**src/rtl/rsf_pkg.sv**
```systemverilog
// ----------------------------------------------------------------------------
// rsf_pkg
// Shared types, segment tables and range limits of the reading formatter.
// ----------------------------------------------------------------------------
package rsf_pkg;

    // three segment bytes of one display, leftmost first
    typedef struct packed {
        logic [7:0] left;
        logic [7:0] mid;
        logic [7:0] right;
    } seg3_t;

    // five decimal digits of a magnitude, index 0 is the units digit
    typedef logic [4:0][3:0] digits_t;

    // temperature display codes
    localparam logic [7:0] T_SEG_E     = 8'h4F;
    localparam logic [7:0] T_SEG_R     = 8'h42;
    localparam logic [7:0] T_SEG_MINUS = 8'h40;
    localparam logic [7:0] T_SEG_ZERO  = 8'hAF;
    localparam logic [7:0] T_DOT       = 8'h10;
    localparam logic [7:0] SEG_BLANK   = 8'h00;

    // humidity display codes
    localparam logic [7:0] H_SEG_E     = 8'hF4;
    localparam logic [7:0] H_SEG_R     = 8'h44;
    localparam logic [7:0] H_SEG_ZERO  = 8'hFA;
    localparam logic [7:0] H_DOT       = 8'h01;

    // range limits
    localparam logic signed [15:0] C_MAX_EXCL = 16'sd1501;
    localparam logic signed [15:0] C_MIN      = -16'sd550;
    localparam logic signed [15:0] F_MAX      = 16'sd30218;
    localparam logic signed [15:0] F_MIN      = -16'sd6700;
    localparam logic signed [15:0] F_NEG_MIN  = -16'sd5000;
    localparam logic signed [15:0] H_MAX_EXCL = 16'sd1000;

    // reciprocal multipliers, exact for magnitudes below 2^15
    localparam logic [31:0] RECIP_10    = 32'd52429;
    localparam int          SHIFT_10    = 19;
    localparam logic [31:0] RECIP_100   = 32'd5243;
    localparam int          SHIFT_100   = 19;
    localparam logic [31:0] RECIP_1000  = 32'd33555;
    localparam int          SHIFT_1000  = 25;
    localparam logic [31:0] RECIP_10000 = 32'd13422;
    localparam int          SHIFT_10000 = 27;

    function automatic logic [7:0] tseg(input logic [3:0] d);
        logic [7:0] s;
        case (d)
            4'd0:    s = 8'hAF;
            4'd1:    s = 8'hA0;
            4'd2:    s = 8'hCB;
            4'd3:    s = 8'hE9;
            4'd4:    s = 8'hE4;
            4'd5:    s = 8'h6D;
            4'd6:    s = 8'h6F;
            4'd7:    s = 8'hA8;
            4'd8:    s = 8'hEF;
            4'd9:    s = 8'hED;
            default: s = 8'h00;
        endcase
        return s;
    endfunction

    function automatic logic [7:0] hseg(input logic [3:0] d);
        logic [7:0] s;
        case (d)
            4'd0:    s = 8'hFA;
            4'd1:    s = 8'h0A;
            4'd2:    s = 8'hD6;
            4'd3:    s = 8'h9E;
            4'd4:    s = 8'h2E;
            4'd5:    s = 8'hBC;
            4'd6:    s = 8'hFC;
            4'd7:    s = 8'h1A;
            4'd8:    s = 8'hFE;
            4'd9:    s = 8'hBE;
            default: s = 8'h00;
        endcase
        return s;
    endfunction

endpackage

```
**src/rtl/rsf_digits.sv**
```systemverilog
// ----------------------------------------------------------------------------
// rsf_digits
// Splits a 15-bit magnitude into five decimal digits by reciprocal multiply.
// ----------------------------------------------------------------------------
module rsf_digits
    import rsf_pkg::*;
(
    input  logic [14:0] value,
    output digits_t     digits
);

    logic [31:0] prod_10;
    logic [31:0] prod_100;
    logic [31:0] prod_1000;
    logic [31:0] prod_10000;
    logic [11:0] quot_10;
    logic [8:0]  quot_100;
    logic [5:0]  quot_1000;
    logic [1:0]  quot_10000;
    logic [14:0] rem_0;
    logic [11:0] rem_1;
    logic [8:0]  rem_2;
    logic [5:0]  rem_3;

    // every quotient straight from the input, so no product feeds another
    assign prod_10    = {17'd0, value} * RECIP_10;
    assign prod_100   = {17'd0, value} * RECIP_100;
    assign prod_1000  = {17'd0, value} * RECIP_1000;
    assign prod_10000 = {17'd0, value} * RECIP_10000;

    assign quot_10    = prod_10[SHIFT_10 +: 12];
    assign quot_100   = prod_100[SHIFT_100 +: 9];
    assign quot_1000  = prod_1000[SHIFT_1000 +: 6];
    assign quot_10000 = prod_10000[SHIFT_10000 +: 2];

    assign rem_0 = value - 15'(quot_10) * 15'd10;
    assign rem_1 = quot_10 - 12'(quot_100) * 12'd10;
    assign rem_2 = quot_100 - 9'(quot_1000) * 9'd10;
    assign rem_3 = quot_1000 - 6'(quot_10000) * 6'd10;

    assign digits[0] = rem_0[3:0];
    assign digits[1] = rem_1[3:0];
    assign digits[2] = rem_2[3:0];
    assign digits[3] = rem_3[3:0];
    assign digits[4] = {2'b00, quot_10000};

endmodule

```
**src/rtl/rsf_temp_fmt.sv**
```systemverilog
// ----------------------------------------------------------------------------
// rsf_temp_fmt
// Temperature segment bytes for Celsius tenths or Fahrenheit hundredths.
// ----------------------------------------------------------------------------
module rsf_temp_fmt
    import rsf_pkg::*;
(
    input  logic               unit_mode,
    input  logic signed [15:0] temperature,
    input  digits_t            digits,
    output seg3_t              bytes,
    output logic               hold
);

    always_comb
    begin
        bytes = '{left: T_SEG_E, mid: T_SEG_R, right: T_SEG_R};
        hold  = 1'b0;
        if (!unit_mode)
        begin
            if (temperature >= C_MAX_EXCL || temperature < C_MIN)
            begin
                bytes = '{left: T_SEG_E, mid: T_SEG_R, right: T_SEG_R};
            end
            else if (temperature > 16'sd999)
            begin
                bytes.left  = tseg(digits[3]) | T_DOT;
                bytes.mid   = tseg(digits[2]);
                bytes.right = tseg(digits[1]);
            end
            else if (!temperature[15])
            begin
                // leading zero blanked, dot kept
                bytes.left  = (digits[2] == 4'd0) ? T_DOT : (tseg(digits[2]) | T_DOT);
                bytes.mid   = tseg(digits[1]) | T_DOT;
                bytes.right = tseg(digits[0]);
            end
            else if (temperature > -16'sd100)
            begin
                bytes.left  = T_SEG_MINUS | T_DOT;
                bytes.mid   = tseg(digits[1]) | T_DOT;
                bytes.right = tseg(digits[0]);
            end
            else
            begin
                // tenths dropped, whole degrees only
                bytes.left  = T_SEG_MINUS | T_DOT;
                bytes.mid   = tseg(digits[2]);
                bytes.right = tseg(digits[1]);
            end
        end
        else
        begin
            if (temperature > F_MAX || temperature < F_MIN)
            begin
                bytes = '{left: T_SEG_E, mid: T_SEG_R, right: T_SEG_R};
            end
            else if (temperature > 16'sd9999)
            begin
                bytes.left  = tseg(digits[4]);
                bytes.mid   = tseg(digits[3]);
                bytes.right = tseg(digits[2]) | T_DOT;
            end
            else if (temperature > 16'sd9)
            begin
                bytes.left  = (digits[3] == 4'd0) ? SEG_BLANK : tseg(digits[3]);
                bytes.mid   = tseg(digits[2]) | T_DOT;
                bytes.right = tseg(digits[1]) | T_DOT;
            end
            else if (temperature > 16'sd0)
            begin
                bytes.left  = SEG_BLANK;
                bytes.mid   = SEG_BLANK;
                bytes.right = T_SEG_ZERO | T_DOT;
            end
            else if (temperature <= -16'sd4 && temperature >= -16'sd9)
            begin
                bytes.left  = T_SEG_MINUS;
                bytes.mid   = T_SEG_ZERO;
                bytes.right = tseg(digits[0]) | T_DOT;
            end
            else if (temperature <= -16'sd10 && temperature >= -16'sd999)
            begin
                bytes.left  = T_SEG_MINUS;
                bytes.mid   = tseg(digits[2]) | T_DOT;
                bytes.right = tseg(digits[1]) | T_DOT;
            end
            else if (temperature < -16'sd999 && temperature >= F_NEG_MIN)
            begin
                bytes.left  = T_SEG_MINUS;
                bytes.mid   = tseg(digits[3]);
                bytes.right = tseg(digits[2]) | T_DOT;
            end
            else
            begin
                // zero, just below zero and the deep negative band keep what is shown
                hold = 1'b1;
            end
        end
    end

endmodule

```
**src/rtl/reading_to_segment_formatter_unit.sv**
```systemverilog
// ----------------------------------------------------------------------------
// reading_to_segment_formatter_unit
// Formats a temperature and a humidity reading into six segment bytes.
// ----------------------------------------------------------------------------
//  channel    direction  handshake                   payload
//  input      in         in_valid / in_stall         temperature, humidity,
//                                                    sensor_error
//  output     out        out_valid / out_stall       temp_*_seg, hum_*_seg
//  unit mode  in         unit_mode_we                unit_mode_wdata
//
//  one beat per cycle sustained while out_stall is low; a taken beat passes
//  through the input register, then the result register
//  reset clears both valid flags, the unit mode and the shown temperature bytes
//  a stalled result holds the result register; the input register still takes
//  a beat and in_stall rises only while both registers are full and the
//  result is stalled
//  the shown temperature bytes are what a reading in the Fahrenheit gap keeps
// ----------------------------------------------------------------------------
module reading_to_segment_formatter_unit
    import rsf_pkg::*;
(
    input  logic               clk,
    input  logic               rst_n,
    input  logic               unit_mode_we,
    input  logic               unit_mode_wdata,
    input  logic               in_valid,
    output logic               in_stall,
    input  logic signed [15:0] temperature,
    input  logic signed [15:0] humidity,
    input  logic               sensor_error,
    output logic               out_valid,
    input  logic               out_stall,
    output logic [7:0]         temp_left_seg,
    output logic [7:0]         temp_mid_seg,
    output logic [7:0]         temp_right_seg,
    output logic [7:0]         hum_left_seg,
    output logic [7:0]         hum_mid_seg,
    output logic [7:0]         hum_right_seg
);

    logic               unit_mode_reg;
    logic               in_valid_reg;
    logic signed [15:0] temp_reg;
    logic signed [15:0] hum_reg;
    logic               err_reg;
    logic               out_valid_reg;
    seg3_t              temp_seg_reg;
    seg3_t              hum_seg_reg;
    seg3_t              temp_seg_next;
    seg3_t              hum_seg_next;
    seg3_t              temp_fmt;
    logic               temp_hold;
    logic               advance;
    logic               take;
    logic [15:0]        temp_neg;
    logic [14:0]        temp_mag;
    digits_t            temp_digits;
    digits_t            hum_digits;

    assign advance  = in_valid_reg && (!out_valid_reg || !out_stall);
    assign in_stall = in_valid_reg && !advance;
    assign take     = in_valid && !in_stall;

    always_ff @(posedge clk or negedge rst_n)
    begin
        if (!rst_n)
        begin
            unit_mode_reg <= 1'b0;
        end
        else if (unit_mode_we)
        begin
            unit_mode_reg <= unit_mode_wdata;
        end
    end

    always_ff @(posedge clk or negedge rst_n)
    begin
        if (!rst_n)
        begin
            in_valid_reg <= 1'b0;
        end
        else if (take)
        begin
            in_valid_reg <= 1'b1;
        end
        else if (advance)
        begin
            in_valid_reg <= 1'b0;
        end
    end

    always_ff @(posedge clk)
    begin
        if (take)
        begin
            temp_reg <= temperature;
            hum_reg  <= humidity;
            err_reg  <= sensor_error;
        end
    end

    assign temp_neg = ~temp_reg + 16'd1;
    assign temp_mag = temp_reg[15] ? temp_neg[14:0] : temp_reg[14:0];

    rsf_digits u_temp_digits
    (
        .value  (temp_mag),
        .digits (temp_digits)
    );

    rsf_digits u_hum_digits
    (
        .value  (hum_reg[14:0]),
        .digits (hum_digits)
    );

    rsf_temp_fmt u_temp_fmt
    (
        .unit_mode   (unit_mode_reg),
        .temperature (temp_reg),
        .digits      (temp_digits),
        .bytes       (temp_fmt),
        .hold        (temp_hold)
    );

    always_comb
    begin
        if (hum_reg >= H_MAX_EXCL || hum_reg <= 16'sd0)
        begin
            hum_seg_next = '{left: H_SEG_E, mid: H_SEG_R, right: H_SEG_R};
        end
        else
        begin
            hum_seg_next.left  = (hum_digits[2] == 4'd0) ? H_DOT
                                                         : (hseg(hum_digits[2]) | H_DOT);
            hum_seg_next.mid   = hseg(hum_digits[1]) | H_DOT;
            hum_seg_next.right = hseg(hum_digits[0]) | H_DOT;
        end

        temp_seg_next = temp_hold ? temp_seg_reg : temp_fmt;

        // sensor failure overrides both readings
        if (err_reg)
        begin
            temp_seg_next = '{left: T_SEG_E, mid: T_SEG_R, right: T_SEG_R};
            hum_seg_next  = '{left: H_SEG_E, mid: H_SEG_R, right: H_SEG_R};
        end
    end

    always_ff @(posedge clk or negedge rst_n)
    begin
        if (!rst_n)
        begin
            out_valid_reg <= 1'b0;
            temp_seg_reg  <= '0;
        end
        else
        begin
            if (advance)
            begin
                out_valid_reg <= 1'b1;
                temp_seg_reg  <= temp_seg_next;
            end
            else if (!out_stall)
            begin
                out_valid_reg <= 1'b0;
            end
        end
    end

    always_ff @(posedge clk)
    begin
        if (advance)
        begin
            hum_seg_reg <= hum_seg_next;
        end
    end

    assign out_valid      = out_valid_reg;
    assign temp_left_seg  = temp_seg_reg.left;
    assign temp_mid_seg   = temp_seg_reg.mid;
    assign temp_right_seg = temp_seg_reg.right;
    assign hum_left_seg   = hum_seg_reg.left;
    assign hum_mid_seg    = hum_seg_reg.mid;
    assign hum_right_seg  = hum_seg_reg.right;

    a_stall_needs_beat: assert property (@(posedge clk) disable iff (!rst_n)
        !in_valid_reg |-> !in_stall)
        else $error("input stalled with empty input register");

    a_stall_only_when_blocked: assert property (@(posedge clk) disable iff (!rst_n)
        in_stall |-> (out_valid_reg && out_stall))
        else $error("input stalled while result register could move");

    a_advance_fills_output: assert property (@(posedge clk) disable iff (!rst_n)
        advance |=> out_valid_reg)
        else $error("result register empty after a beat moved in");

    a_error_shows_err: assert property (@(posedge clk) disable iff (!rst_n)
        (advance && err_reg) |=> (temp_seg_reg.left == T_SEG_E && hum_seg_reg.left == H_SEG_E))
        else $error("sensor error beat did not show Err");

endmodule
```
**config.mk**
```make
export PLATFORM = sky130hd
export DESIGN_NAME = reading_to_segment_formatter_unit
export DESIGN_NICKNAME = d
export VERILOG_FILES = /design/src/rtl/rsf_pkg.sv /design/src/rtl/rsf_digits.sv /design/src/rtl/rsf_temp_fmt.sv /design/src/rtl/reading_to_segment_formatter_unit.sv
export SDC_FILE = /design/constraint.sdc
export NUM_CORES = 1
export LEC_CHECK = 0
export BUFFER_PORTS_ARGS = -buffer_cell sky130_fd_sc_hd__buf_4
export CAP_MARGIN = 20
export CORE_MARGIN = 2
export CORE_UTILIZATION = 50
export DETAILED_ROUTE_END_ITERATION = 10
export GPL_TIMING_DRIVEN = 0
export PLACE_DENSITY = 0.67
export SYNTH_ARGS = -nofsm -noshare
export SYNTH_HDL_FRONTEND = slang
export SYNTH_SLANG_ARGS = --single-unit
export TNS_END_PERCENT = 50
```
**constraint.sdc**
```tcl
create_clock -name clk -period 14.25 [get_ports clk]
set_clock_uncertainty 0.05 [all_clocks]
set_input_delay 2.85 -clock clk [delete_from_list [all_inputs] [get_ports clk]]
set_output_delay 2.85 -clock clk [all_outputs]
set_load 0.005 [all_outputs]
```
==> impl_metrics.json <==
{
  "grt_pass1_wl_mm": 109,
  "crit_top_cell": "inv_1",
  "dp_hpwl_mm": 57.8,
  "die-area_um2": 53200,
  "synth.distinct_cells": 88,
  "drt_pass1_iterations": 5,
  "period_needed_ns": 12.15,
  "io_pins": 89,
  "slowest_delay_ns": 1.04,
  "post-route-drc-count": 0,
  "async_flop_share": 0.325,
  "grt_usage": 0.263,
  "initial_core_util": 0.503,
  "num_rows": 83,
  "die_h_um": 231,
  "drive_gt1_frac": 0.0592,
  "fp.dieW_um": 231,
  "yosysWarnings": 0,
  "syn2layout_area_growth_pct": 7.74,
  "placed_cell_area_um2": 27300,
  "synth-edff-count": 56,
  "post-cts-setup-buffers": 0,
  "max_freq_ghz": 0.0823,
  "synth_seq_area_share": 0.0918,
  "arrival_ns": 12.33,
  "routed-via-count": 18720,
  "finalCritPeriodShare": 0.852,
  "setup_viol": 0,
  "cts_hold_buf": 0,
  "hold_path.class": "reg2reg",
  "wire_per_inst_um": 19.3,
  "cts_tree": "done",
  "numCtsBuffers": 9,
  "synth-seq-cells": 83,
  "clk_path_buf_depth": 2,
  "initialDrtViolationCount": 902,
  "syn_area_per_cell_um2": 9.66,
  "grt_pass1_vias": 20018,
  "slowest_stage": "edfxtp_1",
  "max_cap_violations": 0,
  "dp_slack_ns": 2.30,
  "cts_sinks": 83,
  "crit_required_ns": 14.44,
  "synth_nets": 3696,
  "tightest_slew_ns": 1.08,
  "max_slew_margin": 0.279,
  "synth-main-ff-cell": "edfxtp_1",
  "synthCells": 2657,
  "critPathMaxFanout": 17,
  "final_hold_viol_count": 0,
  "totalWireLength_mm": 66.8,
  "antenna_left": 0,
  "tns_ns": 0,
  "design_area_um2": 27700,
  "drv_slew": 0,
  "worst_setup_path_start_kind": "flop",
  "synthesis.area_um2": 25700,
  "vias_per_cell": 5.42,
  "core_area_um2": 51000,
  "htree_num_levels": 3,
  "cts-root-buf": "clkbuf_16",
  "gp_congestion": 0.957,
  "overflow": 0,
  "final_common_cell": "inv_1",
  "finalNetCount": 3805,
  "cp-end-kind": "flop",
  "grt_max_degree": 34,
  "clkTransAtPathRegs_ns": 0.07,
  "antenna_found_initial": 0,
  "cts_resized": 0,
  "critPathKind": "reg2reg",
  "rsz0062_at_grt": "false",
  "mostFrequentLayoutCells": "754 x inv_1, 618 x ha_1, 382 x fa_1",
  "worst_slack_ns": 2.10,
  "insertion_delay_ns": 0.36,
  "port-buffer-count": 88,
  "outcome": "completed"
}
[metal layers]
metal / GRT usage / vias to the layer above / part of all wire
met5: 0 / - / 0
met4: 0.0724 / 0 / 0.027
met3: 0.0367 / 98 / 0.057
met2: 0.436 / 536 / 0.47
met1: 0.360 / 9267 / 0.44
li1: - / 8819 / -
[logic make-up after synthesis]
group                    after synthesis  synth area share
AO/OA/AOI/OAI                        350            0.0913
AND/OR/NAND/NOR                      346            0.0661
buffers and inverters                785             0.115
multiplexers                          12           0.00531
XOR/XNOR                              81            0.0310
flip-flops                            83            0.0918
adder cells (fa/ha/maj)             1000             0.599
[synth_stat cells, drive strengths merged (9+ instances only)]
cell type    n  area, µm²
and3        11       68.8
fa         382       7650
inv        755       2830
clkbuf      24       90.1
o21ai       66        330
xnor2       59        524
xor2        17        156
dfrtp       27        676
and2        10       62.6
nand3       41        205
ha         618       7730
or2         17        106
nand4       12       75.1
nor2        96        365
a21o        27        203
o31ai       12       90.1
o211ai      12       90.1
nand2b      15       93.8
edfxtp      56       1680
o22ai        9       56.3
or3          9       66.3
a211oi      12       95.1
nand2       88        330
a21oi       94        470
a31oi       15       93.8
nor3        18       90.1
[worst paths after layout]
check	start	slack [ns]	cells after the start	endpoint
worst min register to register	temp_left_seg[4]$_DFFE_PN0P_	0.44	2	temp_left_seg[4]$_DFFE_PN0P_
min in group asynchronous	rst_n	2.35	1	unit_mode_reg$_DFFE_PN0P_
worst max-delay path	temp_reg[0]$_DFFE_PP_	2.10	36	temp_right_seg[3]$_DFFE_PN0P_
worst min-delay path	temp_left_seg[4]$_DFFE_PN0P_	0.44	2	temp_left_seg[4]$_DFFE_PN0P_
max in group asynchronous	rst_n	11.52	1	temp_left_seg[3]$_DFFE_PN0P_
worst max register to register	temp_reg[0]$_DFFE_PP_	2.10	36	temp_right_seg[3]$_DFFE_PN0P_
[worst max-delay path, delay by kind of cell (launching register included)]
kind	cells	cell delay, ns
xor gates and xnor gates	7	2.12
DFF	1	1.04
adders and majority gates	10	4.25
muxes	1	0.15
and+or+nand+nor	2	0.37
AOI/OAI and AO/OA	9	2.47
buffers and inverters	7	1.56
[layout make-up]
class | instances | area [µm²]
Fill cell | 4588 | 23300
Clock inverter | 6 | 73.8
Clock buffer | 10 | 250
Tap cell | 680 | 851
Inverter | 755 | 2830
Antenna cell | 1 | 2.50
Buffer | 30 | 128
Timing Repair Buffer | 98 | 757
Sequential cell | 83 | 2360
Multi-Input combinational cell | 1789 | 20400
[through the flow]
step	utilization	std cells	hold WS [ns]
global placement	0.533	3425	0.419
CTS	0.542	3451	0.435
global route	0.542	3451	0.464
floorplan	-	2657	0.406
detailed placement	0.536	3435	0.418
finish	0.542	3452	0.436
Power is left out: the tool's default activity adds up to more than one toggle a clock period on the data nets, which glitch-free logic cannot reach.
